`src/hdl/bldr_pkg.sv`:
```
// Shared constants for the breathing LED duty ramp.
// Register indexes, field widths, divider and scaling sizes.
// No dependencies.
package bldr_pkg;

	localparam int PERIOD_W   = 16;
	localparam int PCT_W      = 7;
	localparam int INTERVAL_W = 10;
	localparam int CMP_W      = 16;
	localparam int STAMP_W    = 32;

	localparam int CFG_IDX_W  = 3;
	localparam int CFG_DATA_W = 16;

	// Step divider: dividend covers range * update interval
	localparam int DIVIDEND_W = PCT_W + INTERVAL_W;
	localparam int DIVISOR_W  = 16;
	localparam int DIV_CNT_W  = $clog2(DIVIDEND_W);
	localparam int STEP_W     = DIVIDEND_W;

	// Percent scaling by reciprocal multiplication: ceil(2^30 / 100) gives the
	// exact quotient for every duty * compare_period product below 2^23.
	localparam int PROD_W       = PCT_W + CMP_W;
	localparam int RECIP_W      = 24;
	localparam int RECIP_SHIFT  = 30;
	localparam int RECIP_PROD_W = PROD_W + RECIP_W;
	localparam int SCALED_W     = RECIP_PROD_W - RECIP_SHIFT;
	localparam logic [RECIP_W-1:0] RECIP_100 = 24'd10737419;

	localparam logic [DIVISOR_W-1:0] PCT_SCALE = DIVISOR_W'(100);

	localparam logic [CFG_IDX_W-1:0] REG_BREATH_PERIOD = 3'd0;
	localparam logic [CFG_IDX_W-1:0] REG_MIN_DUTY      = 3'd1;
	localparam logic [CFG_IDX_W-1:0] REG_MAX_DUTY      = 3'd2;
	localparam logic [CFG_IDX_W-1:0] REG_UPDATE_INTVL  = 3'd3;
	localparam logic [CFG_IDX_W-1:0] REG_COMPARE_PER   = 3'd4;

	localparam logic [PERIOD_W-1:0]   RST_BREATH_PERIOD = 16'd2000;
	localparam logic [PCT_W-1:0]      RST_MIN_DUTY      = 7'd10;
	localparam logic [PCT_W-1:0]      RST_MAX_DUTY      = 7'd90;
	localparam logic [INTERVAL_W-1:0] RST_UPDATE_INTVL  = 10'd20;
	localparam logic [CMP_W-1:0]      RST_COMPARE_PER   = 16'd1000;

	typedef struct packed {
		logic busy;
		logic done;
	} div_status_t;

endpackage

```
`src/hdl/bldr_div.sv`:
```
// Restoring divider, one quotient bit per cycle.
// Computes the duty step from the range, interval and half period.
// Depends on bldr_pkg.
module bldr_div (
	input  logic                                 clk,
	input  logic                                 arst_n,
	input  logic                                 start,
	input  logic [bldr_pkg::DIVIDEND_W-1:0]      dividend,
	input  logic [bldr_pkg::DIVISOR_W-1:0]       divisor,
	output logic [bldr_pkg::DIVIDEND_W-1:0]      quotient,
	output bldr_pkg::div_status_t                status
);

	localparam logic [bldr_pkg::DIV_CNT_W-1:0] LAST_CNT =
		bldr_pkg::DIV_CNT_W'(bldr_pkg::DIVIDEND_W - 1);

	logic [bldr_pkg::DIVISOR_W-1:0]  rem_q;
	logic [bldr_pkg::DIVIDEND_W-1:0] quo_q;
	logic [bldr_pkg::DIVISOR_W-1:0]  div_q;
	logic [bldr_pkg::DIV_CNT_W-1:0]  cnt_q;
	logic                            busy_q;
	logic                            done_q;

	logic [bldr_pkg::DIVISOR_W:0] trial;
	logic [bldr_pkg::DIVISOR_W:0] diff;
	logic                         fits;

	always_comb begin
		trial = {rem_q, quo_q[bldr_pkg::DIVIDEND_W-1]};
		diff  = trial - {1'b0, div_q};
		fits  = (trial >= {1'b0, div_q});
	end

	always_ff @(posedge clk or negedge arst_n) begin
		if (!arst_n) begin
			busy_q <= 1'b0;
			done_q <= 1'b0;
			cnt_q  <= '0;
		end else begin
			done_q <= 1'b0;
			if (start) begin
				busy_q <= 1'b1;
				cnt_q  <= '0;
			end else if (busy_q) begin
				cnt_q <= cnt_q + 1'b1;
				if (cnt_q == LAST_CNT) begin
					busy_q <= 1'b0;
					done_q <= 1'b1;
				end
			end
		end
	end

	always_ff @(posedge clk) begin
		if (start) begin
			rem_q <= '0;
			quo_q <= dividend;
			div_q <= divisor;
		end else if (busy_q) begin
			// shift in the next dividend bit, subtract when it fits
			rem_q <= fits ? diff[bldr_pkg::DIVISOR_W-1:0] : trial[bldr_pkg::DIVISOR_W-1:0];
			quo_q <= {quo_q[bldr_pkg::DIVIDEND_W-2:0], fits};
		end
	end

	assign quotient    = quo_q;
	assign status.busy = busy_q;
	assign status.done = done_q;

	a_done_after_busy: assert property (@(posedge clk) disable iff (!arst_n)
		done_q |-> $past(busy_q))
		else $error("divider done without a running division");

	a_start_clears_count: assert property (@(posedge clk) disable iff (!arst_n)
		start |=> (busy_q && cnt_q == '0))
		else $error("divider did not restart on start");

endmodule

```
`src/hdl/breathing_led_duty_ramp.sv`:
```
// Breathing LED duty ramp: timestamp in, PWM compare value out.
// Flow: an accepted timestamp is checked against the update interval; an update then runs
// a step divide (start, iterations, done), a registered multiply and a scaling step.
// One transaction at a time; a timestamp inside the update interval returns to idle
// without an update; a held result stalls the output state.
// Reset: registers take their defaults, duty 0, direction rising, stamp 0.
// Depends on bldr_pkg and bldr_div.
module breathing_led_duty_ramp (
	input  logic                               clk,
	input  logic                               arst_n,
	input  logic                               cfg_valid,
	output logic                               cfg_ready,
	input  logic [bldr_pkg::CFG_IDX_W-1:0]     cfg_index,
	input  logic [bldr_pkg::CFG_DATA_W-1:0]    cfg_data,
	input  logic                               in_valid,
	output logic                               in_ready,
	input  logic [bldr_pkg::STAMP_W-1:0]       now_ms,
	output logic                               out_valid,
	input  logic                               out_ready,
	output logic [bldr_pkg::CMP_W-1:0]         pwm_compare,
	output logic [bldr_pkg::PCT_W-1:0]         duty_pct,
	output logic                               rising
);

	typedef enum logic [2:0] {
		ST_IDLE,
		ST_CHECK,
		ST_PREP,
		ST_DIV_STEP,
		ST_SCALE,
		ST_OUT
	} state_t;

	state_t state_q;

	logic [bldr_pkg::PERIOD_W-1:0]   period_q;
	logic [bldr_pkg::PCT_W-1:0]      min_q;
	logic [bldr_pkg::PCT_W-1:0]      max_q;
	logic [bldr_pkg::INTERVAL_W-1:0] intvl_q;
	logic [bldr_pkg::CMP_W-1:0]      cmp_per_q;

	logic [bldr_pkg::STAMP_W-1:0] now_q;
	logic [bldr_pkg::STAMP_W-1:0] last_q;
	logic [bldr_pkg::PCT_W-1:0]   duty_q;
	logic                         ramp_q;
	logic [bldr_pkg::PROD_W-1:0]  prod_q;

	logic [bldr_pkg::CMP_W-1:0]   out_cmp_q;
	logic [bldr_pkg::PCT_W-1:0]   out_duty_q;
	logic                         out_rising_q;
	logic                         out_valid_q;

	logic [bldr_pkg::STAMP_W-1:0]      elapsed;
	logic [bldr_pkg::PCT_W-1:0]        range;
	logic [bldr_pkg::DIVISOR_W-2:0]    half;
	logic                              div_start;
	logic [bldr_pkg::DIVIDEND_W-1:0]   div_dividend;
	logic [bldr_pkg::DIVISOR_W-1:0]    div_divisor;
	logic [bldr_pkg::DIVIDEND_W-1:0]   div_quotient;
	bldr_pkg::div_status_t             div_status;
	logic [bldr_pkg::STEP_W-1:0]       step;
	logic [bldr_pkg::STEP_W:0]         up_sum;
	logic [bldr_pkg::STEP_W:0]         down_lim;
	logic [bldr_pkg::RECIP_PROD_W-1:0] recip_prod;
	logic [bldr_pkg::SCALED_W-1:0]     scaled;
	logic                              out_load;

	assign cfg_ready = 1'b1;
	assign in_ready  = (state_q == ST_IDLE);
	assign out_load  = (state_q == ST_OUT) && (!out_valid_q || out_ready);

	always_comb begin
		elapsed  = now_q - last_q;
		range    = (max_q > min_q) ? (max_q - min_q) : '0;
		half     = period_q[bldr_pkg::PERIOD_W-1:1];
		if (half == '0) begin
			half = 15'd1;
		end
		step     = div_quotient[bldr_pkg::STEP_W-1:0];
		up_sum   = {{(bldr_pkg::STEP_W+1-bldr_pkg::PCT_W){1'b0}}, duty_q}
			+ {1'b0, step};
		down_lim = {{(bldr_pkg::STEP_W+1-bldr_pkg::PCT_W){1'b0}}, min_q}
			+ {1'b0, step};

		// divide by 100 as a multiply by the scaled reciprocal, keep the high bits
		recip_prod = {{bldr_pkg::RECIP_W{1'b0}}, prod_q}
			* {{bldr_pkg::PROD_W{1'b0}}, bldr_pkg::RECIP_100};
		scaled     = recip_prod[bldr_pkg::RECIP_PROD_W-1:bldr_pkg::RECIP_SHIFT];

		div_start    = 1'b0;
		div_dividend = '0;
		div_divisor  = '0;
		case (state_q)
			ST_PREP: begin
				div_start    = 1'b1;
				div_dividend = {{(bldr_pkg::DIVIDEND_W-bldr_pkg::PCT_W){1'b0}}, range}
					* {{(bldr_pkg::DIVIDEND_W-bldr_pkg::INTERVAL_W){1'b0}}, intvl_q};
				div_divisor  = {1'b0, half};
			end
			default: begin
				div_start = 1'b0;
			end
		endcase
	end

	bldr_div u_div (
		.clk      (clk),
		.arst_n   (arst_n),
		.start    (div_start),
		.dividend (div_dividend),
		.divisor  (div_divisor),
		.quotient (div_quotient),
		.status   (div_status)
	);

	always_ff @(posedge clk or negedge arst_n) begin
		if (!arst_n) begin
			period_q  <= bldr_pkg::RST_BREATH_PERIOD;
			min_q     <= bldr_pkg::RST_MIN_DUTY;
			max_q     <= bldr_pkg::RST_MAX_DUTY;
			intvl_q   <= bldr_pkg::RST_UPDATE_INTVL;
			cmp_per_q <= bldr_pkg::RST_COMPARE_PER;
		end else if (cfg_valid && cfg_ready) begin
			case (cfg_index)
				bldr_pkg::REG_BREATH_PERIOD: period_q  <= cfg_data;
				bldr_pkg::REG_MIN_DUTY:      min_q     <= cfg_data[bldr_pkg::PCT_W-1:0];
				bldr_pkg::REG_MAX_DUTY:      max_q     <= cfg_data[bldr_pkg::PCT_W-1:0];
				bldr_pkg::REG_UPDATE_INTVL:  intvl_q   <= cfg_data[bldr_pkg::INTERVAL_W-1:0];
				bldr_pkg::REG_COMPARE_PER:   cmp_per_q <= cfg_data;
				default: begin
					// drop writes beyond the register list
				end
			endcase
		end
	end

	always_ff @(posedge clk or negedge arst_n) begin
		if (!arst_n) begin
			state_q     <= ST_IDLE;
			now_q       <= '0;
			last_q      <= '0;
			duty_q      <= '0;
			ramp_q      <= 1'b1;
			out_valid_q <= 1'b0;
		end else begin
			if (out_load) begin
				out_valid_q <= 1'b1;
			end else if (out_valid_q && out_ready) begin
				out_valid_q <= 1'b0;
			end
			case (state_q)
				ST_IDLE: begin
					if (in_valid) begin
						now_q   <= now_ms;
						state_q <= ST_CHECK;
					end
				end
				ST_CHECK: begin
					if (elapsed < {{(bldr_pkg::STAMP_W-bldr_pkg::INTERVAL_W){1'b0}}, intvl_q}) begin
						state_q <= ST_IDLE;
					end else begin
						last_q  <= now_q;
						state_q <= ST_PREP;
					end
				end
				ST_PREP: begin
					state_q <= ST_DIV_STEP;
				end
				ST_DIV_STEP: begin
					if (div_status.done) begin
						if (ramp_q) begin
							if (up_sum >= {{(bldr_pkg::STEP_W+1-bldr_pkg::PCT_W){1'b0}}, max_q}) begin
								duty_q <= max_q;
								ramp_q <= 1'b0;
							end else begin
								duty_q <= up_sum[bldr_pkg::PCT_W-1:0];
							end
						end else begin
							if ({{(bldr_pkg::STEP_W+1-bldr_pkg::PCT_W){1'b0}}, duty_q} <= down_lim) begin
								duty_q <= min_q;
								ramp_q <= 1'b1;
							end else begin
								duty_q <= duty_q - step[bldr_pkg::PCT_W-1:0];
							end
						end
						state_q <= ST_SCALE;
					end
				end
				ST_SCALE: begin
					state_q <= ST_OUT;
				end
				ST_OUT: begin
					// hold until the output register is free
					if (out_load) begin
						state_q <= ST_IDLE;
					end
				end
				default: begin
					state_q <= ST_IDLE;
				end
			endcase
		end
	end

	always_ff @(posedge clk) begin
		if (state_q == ST_SCALE) begin
			prod_q <= {{(bldr_pkg::PROD_W-bldr_pkg::PCT_W){1'b0}}, duty_q}
				* {{(bldr_pkg::PROD_W-bldr_pkg::CMP_W){1'b0}}, cmp_per_q};
		end
		if (out_load) begin
			out_cmp_q <= (scaled[bldr_pkg::SCALED_W-1:bldr_pkg::CMP_W] != '0)
				? '1 : scaled[bldr_pkg::CMP_W-1:0];
			out_duty_q   <= duty_q;
			out_rising_q <= ramp_q;
		end
	end

	assign out_valid   = out_valid_q;
	assign pwm_compare = out_cmp_q;
	assign duty_pct    = out_duty_q;
	assign rising      = out_rising_q;

	a_result_from_out: assert property (@(posedge clk) disable iff (!arst_n)
		$rose(out_valid_q) |-> $past(state_q == ST_OUT))
		else $error("result loaded outside the output state");

	a_div_only_in_div_states: assert property (@(posedge clk) disable iff (!arst_n)
		div_status.busy |-> (state_q == ST_DIV_STEP))
		else $error("divider running outside the divide state");

	a_accept_to_check: assert property (@(posedge clk) disable iff (!arst_n)
		(in_valid && in_ready) |=> (state_q == ST_CHECK))
		else $error("accepted transaction not checked next cycle");

	a_duty_in_bounds_after_turn: assert property (@(posedge clk) disable iff (!arst_n)
		(state_q == ST_SCALE && $past(ramp_q) && !ramp_q) |-> (duty_q == max_q))
		else $error("turn at the top did not clamp to the maximum");

endmodule

```
`config.mk`:
```
export PLATFORM = sky130hd
export DESIGN_NAME = breathing_led_duty_ramp
export DESIGN_NICKNAME = d
export VERILOG_FILES = /design/src/hdl/bldr_pkg.sv /design/src/hdl/bldr_div.sv /design/src/hdl/breathing_led_duty_ramp.sv
export SDC_FILE = /design/constraint.sdc
export NUM_CORES = 1
export LEC_CHECK = 0
export BUFFER_PORTS_ARGS = -buffer_cell sky130_fd_sc_hd__buf_2
export CORE_MARGIN = 8
export CORE_UTILIZATION = 45
export DETAILED_ROUTE_END_ITERATION = 10
export SLEW_MARGIN = 20
export SYNTH_ARGS = -nofsm -noshare
export SYNTH_HDL_FRONTEND = slang
export SYNTH_SLANG_ARGS = --single-unit
```
`constraint.sdc`:
```
create_clock -name clk -period 7.8 [get_ports clk]
set_clock_uncertainty 0.15 [all_clocks]
set_input_delay 1.17 -clock clk [delete_from_list [all_inputs] [get_ports clk]]
set_output_delay 1.17 -clock clk [all_outputs]
set_load 0.05 [all_outputs]
```
==> summary.txt <==
Place
  • Placed Instances: 3709
  • Routability cong.: 0.925
  • Dpl ws: 158 ps
  • DP HPWL: 58300 µm
  • Dpl cell area: 29500 µm²
  • I/O Buffers: 81

Critical path
  • Arrival time of the worst setup path: 7560 ps
  • Slack of the worst reg-to-reg path: 370 ps
  • Crit Path Category: reg2reg
  • Cell family with most CP delay: adder cells
  • Worst path bufs/invs: 5
  • Worst Setup End Kind: register
  • Data required, critical path: 7930 ps
  • Crit start category: register
  • Worst Path Max Fanout: 16
  • Max incr delay on CP: 550 ps
  • CP max stage cell: fa_1
  • CP Cell Sequence: inv_1 > fa_1 > fa_1 > fa_1 > inv_1 > fa_1 > fa_1 > fa_1 > inv_1 > fa_1 > inv_1 > ha_1 > a21oi_1 > nor2b_1 > o21ai_0 > nand3_1 > a221o_1 > o21ai_1 > o41ai_2 > a41o_1 > a31oi_1 > buf_4 > o211ai_1
  • Most used cell, CP: fa_1

Pwr
  • Cell leakage power: 15.2 nW
  • Pwr/cell area: 338 nW/µm²
  • Maximum VDD drop: 0.000256 V

Global route
  • GR Util All Layers: 20.2%
  • GR Overflow Total: 0
  • Initial antenna violation count: 0
  • First-pass GRT wire length: 116000 µm
  • Vias in the first global route: 21600
  • Largest net degree at the start of global routing: 77

Synth
  • Mapped cell area: 28100 µm²
  • Syn Nets: 3613
  • Post-synthesis sequential area ratio: 21.9%
  • Synth cell types: 95
  • Synth area leaders: fa_1 22%, ha_1 19%, dfrtp_1 10%, edfxtp_1 8.4%, inv_1 6.9%
  • Share of the synthesized area in the top cell type: 22.0%
  • Post-synth EDFFs: 79
  • Synthesized area per cell: 9.95 µm²
  • Top FF cell, synth: dfrtp_1
  • Cells after Synth: 2830
  • Area leader, netlist: fa_1
  • Async set-reset flop share out of synthesis: 59.2%
  • Synth Register Bits: 233
  • Synth Warn #: 0

Die
  • DIE WIDTH: 266 µm
  • Die Span Y: 266 µm
  • Core Box Area: 61800 µm²
  • Die area: 70800 µm²
  • Initial Util: 45.5%
  • Top Ports: 83
  • Cell Rows: 91

Drt
  • Final ANT Viol Nets: 0
  • Vias per cell: 5.37
  • Residual DRC: 0
  • Drt pass-1 iters: 5
  • Drt total wl: 71000 µm
  • Vias: 20200
  • DRT iter0 DRCs: 1210
  • Avg WL per Cell: 18.9 µm

Layout
  • Layout cells sized above 1: 11.2%
  • Ant diodes: 0
  • Final net count: 3685
  • Commonest non-fill, non-tap cell in the layout: inv_1
  • Non-filler instance count after layout: 3761
  • Commonest non-fill, non-tap cells in the layout: 521 x inv_1, 418 x ha_1, 309 x fa_1, 211 x nand2_1
  • Final instance area: 30500 µm²
  • Final core occ: 49.4%
  • Area delta synth->final: 8.42%
  • # fillers: 5798

STA
  • Unrepaired setup endpoints after global routing: false
  • Worst Max-Slew Pin Slew: 1060 ps
  • Final WS setup: 371 ps
  • Tcrit/Tclk final: 95.2%
  • Final Hold Viols: 0
  • Max Freq: 135 MHz
  • Final setup viols: 0
  • Max transition margin: 29.4%
  • Slew Limit Fails: 0
  • Final min period: 7430 ps
  • Setup TNS: 0 ps

Clock network
  • CTS tree: done
  • Clk pin slew, worst setup/hold paths: 70 ps
  • Clk Latency, worst-skew pair: 580 ps
  • Total CTS buffers: 28
  • CTS Buffer Depth: 3
  • H-Tree Depth: 1
  • Root Driver: clkbuf_16
  • Hold buffer count at CTS: 0
  • Sink Count: 233

Outcome
  • Outcome: finished, final reports clean

Worst hold path
  • Min-delay worst type: reg2reg

Job
  • Max Cap Violations: 0
[worst min-delay path: stages (launching register included)]
cell     delay [ps]
dfxtp_1         320
nand2_1          60
o21ai_0          60
[logic make-up after synthesis]
logic type               after synthesis  share of synthesized area [%]
adder cells (fa/ha/maj)              727                           40.6
AND/OR/NAND/NOR                      620                           10.7
buffers and inverters                593                           8.37
AO/OA/AOI/OAI                        428                           9.86
flip-flops                           233                           21.9
multiplexers                         126                           5.36
XOR/XNOR                             102                           3.17
other                                  1                         0.0133
[path summary, 6_finish.rpt]
path                           startpoint  cells after the start              end
hold reg to reg            u_div.rem_q[2]                      2   u_div.rem_q[2]
setup reg to reg                prod_q[5]                     23  pwm_compare[14]
min in group asynchronous          arst_n                      1        now_q[20]
max in group asynchronous          arst_n                      2       intvl_q[7]
setup / recovery                prod_q[5]                     23  pwm_compare[14]
hold / removal             u_div.rem_q[2]                      2   u_div.rem_q[2]
[routing by layer]
metal  track usage [%]  vias to the layer above  wire [µm]
li1                  -                     9601          -
met1              26.4                    10100      31200
met2              35.1                      415      35000
met3              2.02                      110       2540
met4              6.55                        0       2290
met5                 0                        -          0
[area by class of cell]
| cell class | instances | area, µm² | share of cell area [%] |
|---|---|---|---|
| Clock inverter | 17 | 221 | 0.726 |
| Sequential cell | 233 | 6170 | 20.2 |
| Inverter | 528 | 1980 | 6.49 |
| Tap cell | 837 | 1050 | 3.43 |
| Timing Repair Buffer | 107 | 611 | 2.00 |
| Multi-Input combinational cell | 2004 | 19700 | 64.5 |
| Clock buffer | 35 | 800 | 2.62 |
[Yosys cell counts (all sizes together), types with 4 or more instances]
cell type,count
xor2,36
nor3,79
dfrtp,117
nor2b,18
buf,15
and3,20
a21o,57
a2111oi,9
nand4,24
nor2,99
nand2b,26
a211o,6
nand3,51
xnor2,66
inv,526
nor4,13
a31oi,12
edfxtp,79
o21a,14
and4,4
a211oi,16
ha,418
dfxtp,16
o211ai,12
and2,45
nand2,211
o41ai,5
or3,5
a21oi,119
clkbuf,50
o21bai,16
mux2,108
fa,309
o31ai,5
o21ai,101
mux2i,18
o2111ai,5
o22ai,9
or2,7
a41o,4
dfstp,21
a31o,5
[per-stage QoR]
| step | hold WS (ps) | power (mW) |
|---|---|---|
| final | 340 | 10.3 |
| after floorplan | 301 | 7.24 |
| after global placement | 317 | 8.71 |
| after global routing | 371 | 11.3 |
| after CTS | 336 | 10.4 |
| after detailed placement | 324 | 8.85 |
[where the power goes]
group          internal [mW]  switching, mW
logic                   2.84           3.82
clock network          0.867          0.583
registers               1.75          0.463
total                   5.45           4.87
[flip-flops by register name (all words and copies together) (netlist names), 15 cells and up]
register and cells:
cmp_per_q 16, pwm_compare 16, u_div.div_q 15, period_q 15, u_div.rem_q 16, prod_q 23, u_div.quotient 17, now_q 32
last_q 32
[what timing repair did]
action / in CTS / in global routing
buffers inserted: 0 / 0
endpoints found under the hold margin: 0 / 0
endpoints found under the setup margin: 0 / 17
resized for setup: 0 / 4
Note: power is estimated with default switching activity, not from simulation.
